## src/hdl/hsv2rgb_pkg.sv

```systemverilog
// Types and constants for the HSV to RGB converter.
// Depends on nothing; used by the top level and its checker.
package hsv2rgb_pkg;

   localparam int COLOR_FRAC_BITS = 12;
   localparam int HUE_FRAC_BITS   = 6;
   localparam int HUE_W           = 15;
   localparam int COLOR_W         = 13;
   localparam int REM_W           = 12;
   localparam int SECTOR_W        = 3;
   localparam int NUM_SECTORS     = 6;

   localparam logic [COLOR_W-1:0] COLOR_ONE  = COLOR_W'(1 << COLOR_FRAC_BITS);
   localparam logic [HUE_W-1:0]   HUE_SECTOR = HUE_W'(60 << HUE_FRAC_BITS);
   localparam logic [HUE_W-1:0]   HUE_FULL   = HUE_W'(360 << HUE_FRAC_BITS);

   // ff = (rem << 12) / 3840 = (rem << 4) / 15, done as ((x + 1) * 4369) >> 16
   localparam int FF_PRE_SHIFT = 4;
   localparam int FF_NUM_W     = REM_W + FF_PRE_SHIFT;
   localparam int FF_RECIP_W   = 13;
   localparam logic [FF_RECIP_W-1:0] FF_RECIP = FF_RECIP_W'(4369);
   localparam int FF_SHIFT     = 16;
   localparam int FF_PROD_W    = FF_NUM_W + FF_RECIP_W;
   localparam int FF_W         = COLOR_FRAC_BITS;

   localparam int MUL_W        = 2 * COLOR_W;

   typedef struct packed {
      logic [HUE_W-1:0]   hue;
      logic [COLOR_W-1:0] saturation;
      logic [COLOR_W-1:0] value;
   } hsv_pixel_type;

   typedef struct packed {
      logic [COLOR_W-1:0] red;
      logic [COLOR_W-1:0] green;
      logic [COLOR_W-1:0] blue;
   } rgb_pixel_type;

   typedef enum logic [SECTOR_W-1:0] {
      SECTOR_0 = 3'd0,
      SECTOR_1 = 3'd1,
      SECTOR_2 = 3'd2,
      SECTOR_3 = 3'd3,
      SECTOR_4 = 3'd4,
      SECTOR_5 = 3'd5
   } sector_type;

endpackage

```

## src/hdl/hsv_to_rgb_converter_unit.sv

```systemverilog
// HSV to RGB converter, four register stages, one pixel beat per cycle unless stalled.
// Order: a taken req beat passes stages 1, 2, 3 and 4; rsp_valid is the stage 4 valid bit.
// Throughput: one beat per cycle unless stalled; req_stall only rises with all stages full.
// Reset: synchronous, active high, clears the stage valid bits only.
// Depends on hsv2rgb_pkg.
module hsv_to_rgb_converter_unit (
   input  logic                       clock,
   input  logic                       reset,
   input  logic                       req_valid,
   output logic                       req_stall,
   input  hsv2rgb_pkg::hsv_pixel_type req_data,
   output logic                       rsp_valid,
   input  logic                       rsp_stall,
   output hsv2rgb_pkg::rgb_pixel_type rsp_data
);
   import hsv2rgb_pkg::*;

   // stage valid bits and loads
   logic v1_ff, v2_ff, v3_ff, v4_ff;
   logic v1_in, v2_in, v3_in, v4_in;
   logic ld1, ld2, ld3, ld4;

   // stage 1: clamp, hue wrap, sector split
   logic [HUE_W-1:0]   h_wrap;
   logic [HUE_W-1:0]   sec_base;
   sector_type         sec_c;
   logic [COLOR_W-1:0] s_c, v_c;
   sector_type         sec1_ff, sec2_ff, sec3_ff, sec4_in;
   logic [REM_W-1:0]   rem1_ff, rem1_in;
   logic [COLOR_W-1:0] s1_ff, v1d_ff, s2_ff, v2d_ff, v3d_ff;
   logic               grey1_ff, grey2_ff, grey3_ff;

   // stage 2: fraction and p
   logic [FF_NUM_W-1:0]  ff_num;
   logic [FF_PROD_W-1:0] ff_prod;
   logic [MUL_W-1:0]     p_prod;
   logic [FF_W-1:0]      ff2_ff, ff2_in;
   logic [COLOR_W-1:0]   p2_ff, p2_in, p3_ff;

   // stage 3: s*ff and s*(1-ff)
   logic [MUL_W-1:0]   sf_prod, sg_prod;
   logic [COLOR_W-1:0] sf3_ff, sf3_in, sg3_ff, sg3_in;

   // stage 4: q, t and routing
   logic [MUL_W-1:0]   q_prod, t_prod;
   logic [COLOR_W-1:0] q_c, t_c;
   rgb_pixel_type      rgb4_ff, rgb4_in;

   always_comb begin
      ld4 = !v4_ff || !rsp_stall;
      ld3 = !v3_ff || ld4;
      ld2 = !v2_ff || ld3;
      ld1 = !v1_ff || ld2;
      req_stall = !ld1;
      v1_in = ld1 ? req_valid : v1_ff;
      v2_in = ld2 ? v1_ff : v2_ff;
      v3_in = ld3 ? v2_ff : v3_ff;
      v4_in = ld4 ? v3_ff : v4_ff;
   end

   always_comb begin
      h_wrap   = (req_data.hue >= HUE_FULL) ? '0 : req_data.hue;
      s_c      = (req_data.saturation > COLOR_ONE) ? COLOR_ONE : req_data.saturation;
      v_c      = (req_data.value > COLOR_ONE) ? COLOR_ONE : req_data.value;
      sec_c    = SECTOR_0;
      sec_base = '0;
      for (int k = 1; k < NUM_SECTORS; k++) begin
         if (h_wrap >= HUE_W'(k * HUE_SECTOR)) begin
            sec_c    = sector_type'(SECTOR_W'(k));
            sec_base = HUE_W'(k * HUE_SECTOR);
         end
      end
      rem1_in = REM_W'(h_wrap - sec_base);
   end

   always_comb begin
      ff_num  = FF_NUM_W'({rem1_ff, {FF_PRE_SHIFT{1'b0}}}) + FF_NUM_W'(1);
      ff_prod = FF_PROD_W'(ff_num) * FF_PROD_W'(FF_RECIP);
      ff2_in  = FF_W'(ff_prod >> FF_SHIFT);
      p_prod  = MUL_W'(v1d_ff) * MUL_W'(COLOR_ONE - s1_ff);
      p2_in   = COLOR_W'(p_prod >> COLOR_FRAC_BITS);
   end

   always_comb begin
      sf_prod = MUL_W'(s2_ff) * MUL_W'(ff2_ff);
      sg_prod = MUL_W'(s2_ff) * MUL_W'(COLOR_ONE - COLOR_W'(ff2_ff));
      sf3_in  = COLOR_W'(sf_prod >> COLOR_FRAC_BITS);
      sg3_in  = COLOR_W'(sg_prod >> COLOR_FRAC_BITS);
   end

   always_comb begin
      q_prod  = MUL_W'(v3d_ff) * MUL_W'(COLOR_ONE - sf3_ff);
      t_prod  = MUL_W'(v3d_ff) * MUL_W'(COLOR_ONE - sg3_ff);
      q_c     = COLOR_W'(q_prod >> COLOR_FRAC_BITS);
      t_c     = COLOR_W'(t_prod >> COLOR_FRAC_BITS);
      sec4_in = sec3_ff;
      if (grey3_ff) begin
         rgb4_in = '{red: v3d_ff, green: v3d_ff, blue: v3d_ff};
      end else begin
         case (sec4_in)
            SECTOR_0: rgb4_in = '{red: v3d_ff, green: t_c,    blue: p3_ff};
            SECTOR_1: rgb4_in = '{red: q_c,    green: v3d_ff, blue: p3_ff};
            SECTOR_2: rgb4_in = '{red: p3_ff,  green: v3d_ff, blue: t_c};
            SECTOR_3: rgb4_in = '{red: p3_ff,  green: q_c,    blue: v3d_ff};
            SECTOR_4: rgb4_in = '{red: t_c,    green: p3_ff,  blue: v3d_ff};
            default:  rgb4_in = '{red: v3d_ff, green: p3_ff,  blue: q_c};
         endcase
      end
   end

   always_ff @(posedge clock) begin
      if (reset) begin
         v1_ff <= 1'b0;
         v2_ff <= 1'b0;
         v3_ff <= 1'b0;
         v4_ff <= 1'b0;
      end else begin
         v1_ff <= v1_in;
         v2_ff <= v2_in;
         v3_ff <= v3_in;
         v4_ff <= v4_in;
      end
   end

   always_ff @(posedge clock) begin
      if (ld1) begin
         sec1_ff  <= sec_c;
         rem1_ff  <= rem1_in;
         s1_ff    <= s_c;
         v1d_ff   <= v_c;
         grey1_ff <= (s_c == '0);
      end
      if (ld2) begin
         sec2_ff  <= sec1_ff;
         s2_ff    <= s1_ff;
         v2d_ff   <= v1d_ff;
         grey2_ff <= grey1_ff;
         ff2_ff   <= ff2_in;
         p2_ff    <= p2_in;
      end
      if (ld3) begin
         sec3_ff  <= sec2_ff;
         v3d_ff   <= v2d_ff;
         grey3_ff <= grey2_ff;
         p3_ff    <= p2_ff;
         sf3_ff   <= sf3_in;
         sg3_ff   <= sg3_in;
      end
      if (ld4) begin
         rgb4_ff <= rgb4_in;
      end
   end

   assign rsp_valid = v4_ff;
   assign rsp_data  = rgb4_ff;

endmodule

```

## config.mk

```make
export PLATFORM = sky130hd
export DESIGN_NAME = hsv_to_rgb_converter_unit
export DESIGN_NICKNAME = d
export VERILOG_FILES = /design/src/hdl/hsv2rgb_pkg.sv /design/src/hdl/hsv_to_rgb_converter_unit.sv
export SDC_FILE = /design/constraint.sdc
export NUM_CORES = 2
export LEC_CHECK = 0
export BUFFER_PORTS_ARGS = -buffer_cell sky130_fd_sc_hd__buf_2
export CAP_MARGIN = 20
export CORE_MARGIN = 5
export CORE_UTILIZATION = 35
export DETAILED_ROUTE_END_ITERATION = 10
export HOLD_SLACK_MARGIN = 0.15
export PLACE_DENSITY = 0.59
export SETUP_SLACK_MARGIN = 0.05
export SLEW_MARGIN = 20
export SYNTH_ARGS = -nofsm -noshare
export SYNTH_HDL_FRONTEND = slang
export SYNTH_SLANG_ARGS = --single-unit
```

## constraint.sdc

```tcl
create_clock -name clock -period 7.9 [get_ports clock]
set_clock_uncertainty 0.1 [all_clocks]
set_input_delay 2.37 -clock clock [delete_from_list [all_inputs] [get_ports clock]]
set_output_delay 2.37 -clock clock [all_outputs]
set_load 0.02 [all_outputs]
```

# --- Word-level counts from Yosys, hierarchy flattened ---
# Index checks and enable logic that the tools add are counted.
classes:
  muxes: 13
  n_lt_le_gt_ge: 8
  div_mod_pow: 0
  n_reduce_logical: 13
  n_addsub: 6
  n_eq_ne: 4
  bitwise_logic: 0
  mul: 6
  n_shift: 0
ops:
  columns: ["cell", "n"]
  rows:
  - ["$pmux W39 S5", 1]
  - ["$mul A14 B14 Y25", 4]
  - ["$mux W12", 5]
  - ["$sub A13 B13 Y14 const A", 3]
  - ["$mux W39", 1]
  - ["$ge A15 B14 Y1 const B", 2]
  - ["$ge A15 B15 Y1 const B", 2]
  - ["$mul A16 B13 Y28 const B", 1]
  - ["$gt A13 B13 Y1 const B", 2]
  - ["$mul A13 B12 Y25", 1]
  - ["$add A16 B1 Y16 const B", 1]
  - ["$ge A15 B12 Y1 const B", 1]
  - ["$ge A15 B13 Y1 const B", 1]
  - ["$mux W15", 1]
  - ["$sub A13 B12 Y14 const A", 1]
  - ["$logic_not A13 Y1", 1]
  - ["$mux W13", 1]
  - ["$sub A12 B12 Y12", 1]
  - ["$eq A3 B2 Y1 const B", 2]
  - ["$logic_not A1 Y1", 6]
  - ["$mux W3", 2]
  - ["$logic_or A1 B1 Y1", 4]
  - ["$eq A3 B1 Y1 const B", 1]
  - ["$eq A3 B3 Y1 const B", 1]
  - ["other kinds (3)", 4]
word_totals:
  n_memories: 0
  ram_bits: 0
  latchBits: 0
  in_bits: 45
  mem_bits_ro: 0
  word_cells: 75
  reg_bits: 196

# --- Logic depth before layout (Yosys ltp) ---
logic_depth:
  depth_word: 9
  depth_mapped: 29

# --- Least setup slack after synthesis ---
# Ideal clock, no wire load.
synth_path:
  path_kind: "reg-to-reg"
  from: "register s1_ff[0]"
  to: "register p2_ff[12], data pin"
  stages_incl_launch_ff: 26
  t_arrival_ns: 6.904
  path_buffers: 2
  synth_period_minus_slack_ns: 7.264
  path_slack_ns: 0.636
  cell_sequence: "edfxtp_1 clkbuf_1 inv_1 ha_1 nand2_1 xor2_1 clkbuf_1 nand2_1 fa_1 fa_1 inv_1 fa_1 fa_1 inv_1 fa_1 inv_1 fa_1 ha_1 and3_1 a22o_1 a311o_2 a211o_2 a211o_2 a2111o_1 a31oi_1 xnor2_1"
synth_via:
  elab_chain_cells: 2
synth_rtl:
  columns: ["element", "line", "source"]
  rows:
  - ["start: declaration", "hsv_to_rgb_converter_unit.sv:30", "logic [COLOR_W-1:0] s1_ff, v1d_ff, s2_ff, v2d_ff, v3d_ff;"]
  - ["start signal: assignment", "hsv_to_rgb_converter_unit.sv:129", "s1_ff <= s_c;"]
  - ["$sub A13 B13 Y14", "hsv_to_rgb_converter_unit.sv:80", "p_prod = MUL_W'(v1d_ff) * MUL_W'(COLOR_ONE - s1_ff);"]
  - ["$mul A14 B14 Y25", "hsv_to_rgb_converter_unit.sv:80", null]
  - ["named net p_prod[24]", "hsv_to_rgb_converter_unit.sv:36", "logic [MUL_W-1:0] p_prod;"]
  - ["end signal: assignment", "hsv_to_rgb_converter_unit.sv:139", "p2_ff <= p2_in;"]
  - ["end: declaration", "hsv_to_rgb_converter_unit.sv:38", "logic [COLOR_W-1:0] p2_ff, p2_in, p3_ff;"]
# The timed path passes the listed nets, and every way through them passes these cells.
# A chain may end at the register's enable or synchronous reset.

# --- Worst setup path in the final report ---
layout_path:
  from: "register s1_ff[2]"
  to: "register p2_ff[12], data pin"
# The elaborated chain is that of the path after synthesis.

==> flow_summary.yaml <==
run_status:
  outcome: "completed"
timing:
  finalCritPeriodShare: 0.956
  drv_slew: 0
  finalSetupTns_ns: 0
  min_period_ns: 7.55
  setup_viol: 0
  worst_pin_slew_ns: 1.13
  finalHoldViolCount: 0
  fmax_mhz: 132
  rsz0062_at_grt: "false"
  slew_headroom: 0.248
cts:
  cts_sinks: 196
  cts_hold_buf: 0
  clk_pin_slew_ns: 0.08
  insertion_delay_ns: 0.49
  clockBufferDepth: 2
  numCtsBuffers: 17
  cts_root_buffer: "clkbuf_16"
  h-tree-depth: 4
  cts_tree: "built"
place:
  place.gp.congestion: 0.893
  port_buffers: 85
  dp_hpwl_um: 74800
synthesis:
  synth_edf_count: 192
  synthesis.area_mm2: 0.0372
  synth_cell_types: 75
  avgSynthCellArea_um2: 9.51
  ys_seq_area_frac: 0.157
  ys_warn_count: 0
  async_flop_share: 0
  syn_inst: 3918
  syn_nets: 5057
  ys_ff_latch: 196
  synth-main-ff-cell: "edfxtp_1"
die:
  io_pins: 86
  die_area_mm2: 0.113
  design.core.area_mm2: 0.106
  die_y_um: 336
  die_w_um: 336
  initial_core_util: 0.353
  num_rows: 119
finish:
  layout-drive-gt1-share: 0.0739
  antennaDiodeCount: 0
  nets: 5103
  syn_to_final_growth_pct: 8.59
min_path:
  worst_hold_path_type: "reg2reg"
  worstHoldEndpoint: "v3d_ff[2]"
  worstHoldPathCells: 0
  min_from: "v2d_ff[2]"
worst_setup_path:
  reg2regPathDepth: 22
  endpoint_kind: "flip-flop"
  critPathLaunch: "s1_ff[2]"
  arrival_ns: 7.67
  r2r_slack_ns: 0.35
  worstPathMaxFanout: 7
  cp-start-kind: "flip-flop"
  r2r-start: "s1_ff[2]"
  r2r-end: "p2_ff[12]"
  required_ns: 8.02
  setup.worst_path.class: "reg2reg"
global_routing:
  grt_first_pass_wirelength_um: 151000
  grt_pass1_vias: 28200
  grt_max_degree: 57
  track_usage: 0.167
  antenna_found_initial: 3
  overflow: 0
job:
  cap_violations: 0
routing:
  drtPass1Iterations: 6
  drt_iter0_markers: 1512
  vias: 26200
  wirelength_um: 90700
  viasPerCell: 4.89
  drt-wirelength-per-cell_um: 16.9
  antenna_left: 0
  drcViolationCount: 0
## worst max path at each step
stage | end | cells past startpoint
finish | p2_ff[12] | 22
global route | p2_ff[12] | 22
CTS | rsp_data[25] | 24
detailed placement | rsp_data[25] | 24
global placement | rsp_data[7] | 23
floorplan | p2_ff[12] | 25
## routing by layer
metal | wire length (um) | GRT usage | share of wire
met4 | 1900 | 0.0384 | 0.021
met2 | 43200 | 0.287 | 0.48
met5 | 13 | 0 | 0.00014
met1 | 41200 | 0.225 | 0.45
met3 | 4390 | 0.0241 | 0.048
## flip-flops by register name, summed over array words and instances (netlist names), 3 cells and up
| register | count |
|---|---|
| rem1_ff | 12 |
| sec3_ff | 3 |
| p3_ff | 13 |
| s1_ff | 13 |
| v3d_ff | 13 |
| sf3_ff | 13 |
| p2_ff | 13 |
| s2_ff | 13 |
| sg3_ff | 13 |
| v2d_ff | 13 |
| ff2_ff | 12 |
| v1d_ff | 13 |
| sec1_ff | 3 |
| rsp_data | 39 |
| sec2_ff | 3 |
## what timing repair did
| action | 4_1_cts | 5_1_grt |
|---|---|---|
| buffers inserted | 0 | 1 |
| resized for setup | 0 | 19 |
| endpoints found under the setup margin | 0 | 27 |
## per-stage QoR
step / instances / instance area, um2 / util / hold WS, ns / worst slack, ns
after floorplan: 3918 / 37200 / - / 0.300 / 0.636
after global placement: 5335 / 39700 / 0.376 / 0.301 / 0.336
after detailed placement: 5335 / 39700 / 0.376 / 0.305 / 0.241
after CTS: 5367 / 40300 / 0.382 / 0.317 / 0.223
after global routing: 5368 / 40400 / 0.383 / 0.320 / 0.0502
final: 5368 / 40400 / 0.383 / 0.318 / 0.348
## cells in the mapped netlist, types with 4 or more instances
| master | count | share of area |
|---|---|---|
| nor4_1 | 14 | 0.0024 |
| a22oi_1 | 5 | 0.0010 |
| o22ai_1 | 14 | 0.0024 |
| a21oi_1 | 65 | 0.0087 |
| nand2b_1 | 9 | 0.0015 |
| edfxtp_1 | 192 | 0.15 |
| inv_1 | 789 | 0.080 |
| o21ai_0 | 61 | 0.0082 |
| or3_1 | 11 | 0.0018 |
| dfxtp_1 | 4 | 0.0022 |
| a21o_1 | 19 | 0.0038 |
| nor3_1 | 40 | 0.0054 |
| nor2_1 | 118 | 0.012 |
| xnor2_1 | 93 | 0.022 |
| a221oi_1 | 16 | 0.0038 |
| and4_1 | 4 | 0.00094 |
| o21a_1 | 10 | 0.0020 |
| a22o_1 | 8 | 0.0019 |
| xor2_1 | 45 | 0.011 |
| o31ai_1 | 7 | 0.0014 |
| a31oi_1 | 14 | 0.0024 |
| o21bai_1 | 6 | 0.0012 |
| mux2i_1 | 6 | 0.0016 |
| a21boi_0 | 4 | 0.00081 |
| and3_1 | 12 | 0.0020 |
| o311ai_0 | 4 | 0.00094 |
| ha_1 | 475 | 0.16 |
| nor2b_1 | 37 | 0.0062 |
| a41oi_1 | 4 | 0.00094 |
| or4_1 | 4 | 0.00081 |
| and2_1 | 415 | 0.070 |
| clkbuf_1 | 177 | 0.018 |
| nand3_1 | 20 | 0.0027 |
| or2_2 | 17 | 0.0029 |
| a221o_1 | 7 | 0.0019 |
| o211a_1 | 4 | 0.0011 |
| nand2_1 | 483 | 0.049 |
| nand4_1 | 12 | 0.0020 |
| a211oi_1 | 7 | 0.0014 |
| fa_1 | 619 | 0.33 |
## worst max-delay path: stages, from the launching register on
cell      delay (ns)
edfxtp_1        0.50
nor3_1          0.12
xnor2_1         0.69
buf_4           0.24
nand2_1         0.07
fa_1            0.53
inv_1           0.05
fa_1            0.47
fa_1            0.52
inv_1           0.05
fa_1            0.49
fa_1            0.49
inv_1           0.05
fa_1            0.43
ha_1            0.32
a21o_1          0.17
a22o_1          0.19
a311o_2         0.39
a211o_2         0.34
a211o_2         0.33
a2111o_1        0.42
a31oi_1         0.22
xnor2_1         0.09
## cell families after synthesis
logic type	after synthesis	share of synthesized area
buf+inv	969	0.0977
fa+ha+maj	1094	0.492
xor+xnor	139	0.0331
simple gates	1205	0.161
mux	9	0.00252
flops	196	0.157
compound gates	306	0.0567
## final cells by class
cell class,instances,area [um2]
multi-input cells,2753,27900
repair buffers,207,1350
clock buffers,17,425
clock inverters,15,209
fillers,10400,65100
flip-flops and latches,196,5850
inverters,789,2960
well taps,1391,1740
## cells in the final DEF (no fill, tap or decap), types with 11 or more instances in the layout
master,n
nor3_1,40
xor2_1,45
clkbuf_16,17
or2_2,17
fa_1,619
a21oi_1,64
o21ai_0,61
nor2_1,118
ha_1,475
and2_1,415
and3_1,12
o22ai_1,14
inv_1,788
buf_2,85
nor2b_1,37
nand2_1,480
a31oi_1,14
a221oi_1,16
buf_4,121
xnor2_1,86
nand3_1,19
a21o_1,19
nand4_1,12
or3_1,11
edfxtp_1,192
Power is not shown: default switching activity piles up to over one toggle a cycle in this logic, so the estimate is an artifact.
